<file path="config.mk">
export PLATFORM = sky130hd
export DESIGN_NAME = telemetry_frame_decoder
export DESIGN_NICKNAME = d
export VERILOG_FILES = /design/src/sv/tfd_pkg.sv /design/src/sv/telemetry_frame_decoder.sv /design/src/sv/tfd_core.sv
export SDC_FILE = /design/constraint.sdc
export NUM_CORES = 1
export LEC_CHECK = 0
export BUFFER_PORTS_ARGS = -buffer_cell sky130_fd_sc_hd__clkbuf_2
export CORE_MARGIN = 4
export CORE_UTILIZATION = 63
export CTS_BUF_LIST = sky130_fd_sc_hd__clkbuf_16
export DETAILED_ROUTE_END_ITERATION = 8
export PLACE_DENSITY = 0.84
export REMOVE_ABC_BUFFERS = 1
export SETUP_SLACK_MARGIN = 0.2
export SKIP_CTS_REPAIR_TIMING = 1
export SYNTH_ARGS = -nofsm -noshare
export SYNTH_HDL_FRONTEND = slang
export SYNTH_SLANG_ARGS = --single-unit
export TNS_END_PERCENT = 1
</file>
<file path="constraint.sdc">
create_clock -name aclk -period 6.6 [get_ports aclk]
set_input_delay 0.33 -clock aclk [delete_from_list [all_inputs] [get_ports aclk]]
set_output_delay 0.33 -clock aclk [all_outputs]
set_load 0.05 [all_outputs]
</file>
<file path="src/sv/tfd_pkg.sv">
// Shared types and constants for the telemetry frame decoder.
package tfd_pkg;

    localparam logic [7:0] FRAME_HEADER      = 8'hAE;
    localparam logic [3:0] FRAME_LEN         = 4'd9;
    localparam logic [3:0] CHECK_POS         = 4'd8;
    localparam logic [7:0] FAULT_EXHAUST_BIT = 8'h01;
    localparam logic [7:0] FAULT_HEAD_BIT    = 8'h02;
    localparam logic [15:0] TIMEOUT_RESET    = 16'd2000;
    localparam logic [15:0] AGE_MAX          = 16'hFFFF;
    localparam int unsigned RESULT_W         = 53;
    localparam int unsigned M_TDATA_W        = 56;

    typedef enum logic {
        ACT_BYTE = 1'b0,
        ACT_TICK = 1'b1
    } action_t;

    typedef struct packed {
        action_t    action;
        logic       last_byte;
        logic [7:0] data_byte;
    } in_word_t;

    // First member sits in the highest bits: listed from the top of the word down.
    typedef struct packed {
        logic               frame_dropped;
        logic               frame_accepted;
        logic               head_fault;
        logic               exhaust_fault;
        logic signed [15:0] head_temp_tenths;
        logic signed [15:0] exhaust_temp_tenths;
        logic [15:0]        rpm;
        logic               telemetry_valid;
    } result_t;

endpackage

</file>
<file path="src/sv/telemetry_frame_decoder.sv">
// Top level of the telemetry frame decoder: input stage, decoder core, result stage.
//
// Usage:
//   The slave channel carries one word per byte of an engine notification
//   (s_tuser low, s_tdata the byte, s_tlast on the final byte) or a one
//   millisecond tick (s_tuser high, s_tdata and s_tlast ignored).
//   Every accepted word yields exactly one result word on the master channel,
//   holding the latched telemetry, its fresh flag and the accept/drop strobes.
//   A word is held in the input stage, its result then in the result stage.
//   Throughput: one word per cycle while m_tready is high; each stage holds
//   one word, so a word is taken while an earlier result waits.
//   When the receiver holds m_tready low, the result stage holds its word and
//   the input stage fills; s_tready drops once both are occupied.
//   Reset (aresetn low, synchronous) empties both stages, clears the frame in
//   progress and the latched telemetry, and sets the timeout to 2000 ms.
//   cfg_wr_en writes cfg_wr_data into the stale timeout; write it only while
//   no word is in flight.
module telemetry_frame_decoder
    import tfd_pkg::*;
(
    input  logic                 aclk,
    input  logic                 aresetn,
    input  logic                 s_tvalid,
    output logic                 s_tready,
    input  logic [7:0]           s_tdata,   // [7:0] data_byte
    input  logic [0:0]           s_tuser,   // [0] action
    input  logic                 s_tlast,
    output logic                 m_tvalid,
    input  logic                 m_tready,
    // [0] telemetry_valid, [16:1] rpm, [32:17] exhaust_temp_tenths,
    // [48:33] head_temp_tenths, [49] exhaust_fault, [50] head_fault,
    // [51] frame_accepted, [52] frame_dropped, [55:53] zero
    output logic [M_TDATA_W-1:0] m_tdata,
    input  logic                 cfg_wr_en,
    input  logic [15:0]          cfg_wr_data
);

    logic        in_valid_reg;
    in_word_t    in_word_reg;
    logic        out_valid_reg;
    result_t     out_data_reg;
    logic [15:0] timeout_reg;
    logic        out_free;
    logic        advance;
    result_t     core_result;

    assign out_free = !out_valid_reg || m_tready;
    assign advance  = in_valid_reg && out_free;
    assign s_tready = !in_valid_reg || out_free;
    assign m_tvalid = out_valid_reg;
    assign m_tdata  = {{(M_TDATA_W - RESULT_W){1'b0}}, out_data_reg};

    always_ff @(posedge aclk) begin
        if (!aresetn) begin
            timeout_reg <= TIMEOUT_RESET;
        end else if (cfg_wr_en) begin
            timeout_reg <= cfg_wr_data;
        end
    end

    always_ff @(posedge aclk) begin
        if (!aresetn) begin
            in_valid_reg <= 1'b0;
        end else if (s_tready) begin
            in_valid_reg <= s_tvalid;
        end
    end

    always_ff @(posedge aclk) begin
        if (s_tvalid && s_tready) begin
            in_word_reg <= '{action: action_t'(s_tuser[0]), last_byte: s_tlast,
                             data_byte: s_tdata};
        end
    end

    tfd_core u_core (
        .aclk          (aclk),
        .aresetn       (aresetn),
        .item_en       (advance),
        .item          (in_word_reg),
        .stale_timeout (timeout_reg),
        .result        (core_result)
    );

    always_ff @(posedge aclk) begin
        if (!aresetn) begin
            out_valid_reg <= 1'b0;
        end else if (out_free) begin
            out_valid_reg <= in_valid_reg;
        end
    end

    always_ff @(posedge aclk) begin
        if (advance) begin
            out_data_reg <= core_result;
        end
    end

endmodule

</file>
<file path="src/sv/tfd_core.sv">
// Frame assembly, checksum check, telemetry latch and staleness aging.
module tfd_core
    import tfd_pkg::*;
(
    input  logic        aclk,
    input  logic        aresetn,
    input  logic        item_en,
    input  in_word_t    item,
    input  logic [15:0] stale_timeout,
    output result_t     result
);

    logic [3:0]  idx_reg, idx_next;
    logic [7:0]  xor_reg, xor_next;
    logic        hdr_reg, hdr_next;
    logic [7:0]  fb_reg [7];
    logic        fb_wr_en;
    logic [2:0]  fb_wr_idx;
    logic [15:0] rpm_reg, rpm_next;
    logic [15:0] egt_reg, egt_next;
    logic [15:0] cht_reg, cht_next;
    logic [1:0]  faults_reg, faults_next;
    logic        valid_reg, valid_next;
    logic [15:0] age_reg, age_next;
    logic        ok;
    logic        accepted;
    logic        dropped;

    always_comb begin
        idx_next    = idx_reg;
        xor_next    = xor_reg;
        hdr_next    = hdr_reg;
        rpm_next    = rpm_reg;
        egt_next    = egt_reg;
        cht_next    = cht_reg;
        faults_next = faults_reg;
        valid_next  = valid_reg;
        age_next    = age_reg;
        fb_wr_en    = 1'b0;
        fb_wr_idx   = idx_reg[2:0] - 3'd1;
        ok          = (idx_reg == CHECK_POS) && hdr_reg && (item.data_byte == xor_reg);
        accepted    = 1'b0;
        dropped     = 1'b0;
        unique case (item.action)
            ACT_TICK: begin
                if (age_reg != AGE_MAX) begin
                    age_next = age_reg + 16'd1;
                end
                if (valid_reg && (age_next > stale_timeout)) begin
                    valid_next = 1'b0;
                end
            end
            ACT_BYTE: begin
                if (idx_reg == 4'd0) begin
                    hdr_next = (item.data_byte == FRAME_HEADER);
                end else if (idx_reg < CHECK_POS) begin
                    fb_wr_en = 1'b1;
                end
                if (idx_reg < CHECK_POS) begin
                    xor_next = xor_reg ^ item.data_byte;
                end
                if (idx_reg < FRAME_LEN) begin
                    idx_next = idx_reg + 4'd1;
                end
                if (item.last_byte) begin
                    accepted = ok;
                    dropped  = !ok;
                    if (ok) begin
                        rpm_next    = {fb_reg[1], fb_reg[0]};
                        egt_next    = {fb_reg[3], fb_reg[2]};
                        cht_next    = {fb_reg[5], fb_reg[4]};
                        faults_next = {|(fb_reg[6] & FAULT_HEAD_BIT),
                                       |(fb_reg[6] & FAULT_EXHAUST_BIT)};
                        valid_next  = 1'b1;
                        age_next    = 16'd0;
                    end
                    idx_next = 4'd0;
                    xor_next = 8'd0;
                    hdr_next = 1'b0;
                end
            end
            default: begin
            end
        endcase
    end

    always_comb begin
        result.telemetry_valid     = valid_next;
        result.rpm                 = rpm_next;
        result.exhaust_temp_tenths = egt_next;
        result.head_temp_tenths    = cht_next;
        result.exhaust_fault       = faults_next[0];
        result.head_fault          = faults_next[1];
        result.frame_accepted      = accepted;
        result.frame_dropped       = dropped;
    end

    always_ff @(posedge aclk) begin
        if (!aresetn) begin
            idx_reg    <= 4'd0;
            xor_reg    <= 8'd0;
            hdr_reg    <= 1'b0;
            rpm_reg    <= 16'd0;
            egt_reg    <= 16'd0;
            cht_reg    <= 16'd0;
            faults_reg <= 2'd0;
            valid_reg  <= 1'b0;
            age_reg    <= 16'd0;
        end else if (item_en) begin
            idx_reg    <= idx_next;
            xor_reg    <= xor_next;
            hdr_reg    <= hdr_next;
            rpm_reg    <= rpm_next;
            egt_reg    <= egt_next;
            cht_reg    <= cht_next;
            faults_reg <= faults_next;
            valid_reg  <= valid_next;
            age_reg    <= age_next;
        end
    end

    always_ff @(posedge aclk) begin
        if (item_en && fb_wr_en) begin
            fb_reg[fb_wr_idx] <= item.data_byte;
        end
    end

endmodule

</file>
==> impl_metrics.ini <==
[run_status]
status = finished clean

[sta]
period_share_pct = 57.2
slew_viol_final = 0
tns_ns = 0
hold_viol = 0
fin_skew_ns = 0.0163
finalWorstSetupSlack_ns = 2.82
worst_slew_pin_slew_ns = 1.22
rsz0062_at_grt = false
relSlewSlack_pct = 18.5
fin_crit_ns = 3.78
max_freq_ghz = 0.265
setup-violations-final = 0
holdWs_ns = 0.0239

[power_and_ir_drop]
finalPower_mw = 2.65
irDropWorstVdd_mv = 0.206
power.leakage_nw = 3.81
power.density_nw_per_um2 = 269

[global_routing]
grt_use_total_pct = 23.0
grt_pass1_wl_um = 29400
grt_pass1_vias = 5808
overflow = 0
grt_antenna_before_repair = 0
grt_max_degree = 74

[clock_tree]
cts_tree = built
cts_made_buffers = 21
clock_sinks = 211
cts-htree-levels = 1
clk_pin_slew_worst_paths_ns = 0.06
clock_latency_ns = 0.48
clock-root-buffer = clkbuf_16
cts_buffer_depth = 3

[logic_synthesis]
ys_ff_latch = 211
syn_area_per_cell_um2 = 12.4
synth.most_common_cell = edfxtp_1
synth.distinct_cells = 56
yosys_warnings = 0
async_flop_share_pct = 0
synth_area_um2 = 8670
synth_edf_count = 113
yosysSeqAreaShare_pct = 61.8
yosys-top-cells-count = edfxtp_1 (113), dfxtp_1 (98), nor2_1 (90), mux2i_1 (62), mux2_2 (51)
synth.top_cells.by_area = edfxtp_1 (39%), dfxtp_1 (23%), mux2i_1 (7.2%)
ys.flop_type = edfxtp_1
yosys.area.top_type = edfxtp_1
syn_inst = 699
synth_top_area_share_pct = 39.1

[drt]
wl_per_cell_um = 18.9
ant_nets = 0
drt_iter0_drc = 479
dr.pass1.iters = 5
vias = 5687
post_drt_via_cell_ratio = 5.88
drc_errors = 0
wl_um = 18300

[worst_setup_path]
critPathArrivalTime_ns = 3.97
cp-end-kind = flop
required_ns = 6.80
crit_fanout = 9
crit_type = flop to flop
startpoint_type = flop

[finish]
area_delta_synth_final_pct = 13.5
largest_register_ffs = 53
layout.nets = 828
seq_area_um2 = 5360
antennaDiodeCount = 0
drive_above_1_share_pct = 24.0
nFillCells = 895
fin_util_pct = 73.7
multiInputGateArea_um2 = 3060
instances_no_fill = 968
fin_area_um2 = 9840

[run]
drv_cap = 0

[floorplanning]
die_w_um = 125
initial_utilization_pct = 64.9
fp.dieH_um = 125
fp.dieArea_um2 = 15700
coreArea_um2 = 13300
io_pins = 89
fp-row-count = 42

[place]
place_area_um2 = 9220
dp_cells = 931
detailed_place_hpwl_um = 11700
pre_cts_slack_ns = 2.91
place.gp.congestion = 0.928
io_buffers = 85

[hold_path]
worstHoldPathType = input port to flop
==> final timing paths <==
check | from | endpoint | slack [ns] | cells after the start
worst max-delay path | u_core.age_reg[0] | m_tdata[0] | 2.82 | 11
worst max register to register | u_core.age_reg[0] | m_tdata[0] | 2.82 | 11
worst min register to register | u_core.rpm_reg[1] | u_core.rpm_reg[1] | 0.49 | 2
worst min-delay path | s_tuser | in_word_reg[9] | 0.02 | 1
==> per-layer routing <==
metal  up-vias  track usage (%)  wire length [um]
met3        31             4.14              1140
met2       231             41.0              9320
met1      2744             28.8              7580
li1       2681                -                 -
met4         0             6.44               296
met5         -                0                 0
==> final cells by class <==
| cell class | count | share of cell area [%] |
|---|---|---|
| Inverter | 29 | 1.11 |
| Clock buffer | 21 | 5.34 |
| Clock inverter | 16 | 1.00 |
| Multi-Input combinational cell | 424 | 31.1 |
| Sequential cell | 211 | 54.4 |
| Timing Repair Buffer | 91 | 4.78 |
| Tap cell | 176 | 2.24 |
==> placed cells by master, fill, tap and decap left out, types with 8 or more instances in the layout <==
cell type | Yosys | final
o21ai_0 | 10 | 10
a22o_2 | 8 | 8
clkbuf_16 | 0 | 21
xnor2_1 | 13 | 13
a21oi_1 | 25 | 25
mux2i_1 | 62 | 62
clkbuf_2 | 1 | 85
mux2_2 | 51 | 51
ha_1 | 19 | 19
nand2_1 | 35 | 34
edfxtp_1 | 113 | 113
dfxtp_1 | 98 | 98
inv_1 | 29 | 31
nor2_1 | 90 | 90
nand3_1 | 16 | 16
==> cell families after synthesis <==
logic type      Yosys count  synth area share (%)
other cells               1                0.0433
xor+xnor                 18                  1.82
compound gates           74                  5.73
mux                     113                  13.8
flops                   211                  61.8
fa+ha+maj                19                  2.74
buf+inv                  66                  3.16
simple gates            197                  10.9
==> where the power goes <==
group          total (mW)  leakage (nW)  internal [mW]  switching [mW]
sequential           1.43          1.85           1.41          0.0233
combinational       0.134          1.63         0.0338           0.101
clock                1.09         0.328          0.617           0.468
total                2.65          3.81           2.06           0.592
==> critical path: stages, from the launching register on <==
cell and delay, ns:
dfxtp_1 0.44, ha_1 0.27, nand4_1 0.26, nor4_2 0.82, nor4_1 0.20, xnor2_1 0.19, ha_1 0.34, nand4_1 0.13
nor4_1 0.34, a21boi_0 0.24, or4_1 0.16, a32oi_1 0.09
Note: power is estimated with default switching activity, not from simulation.
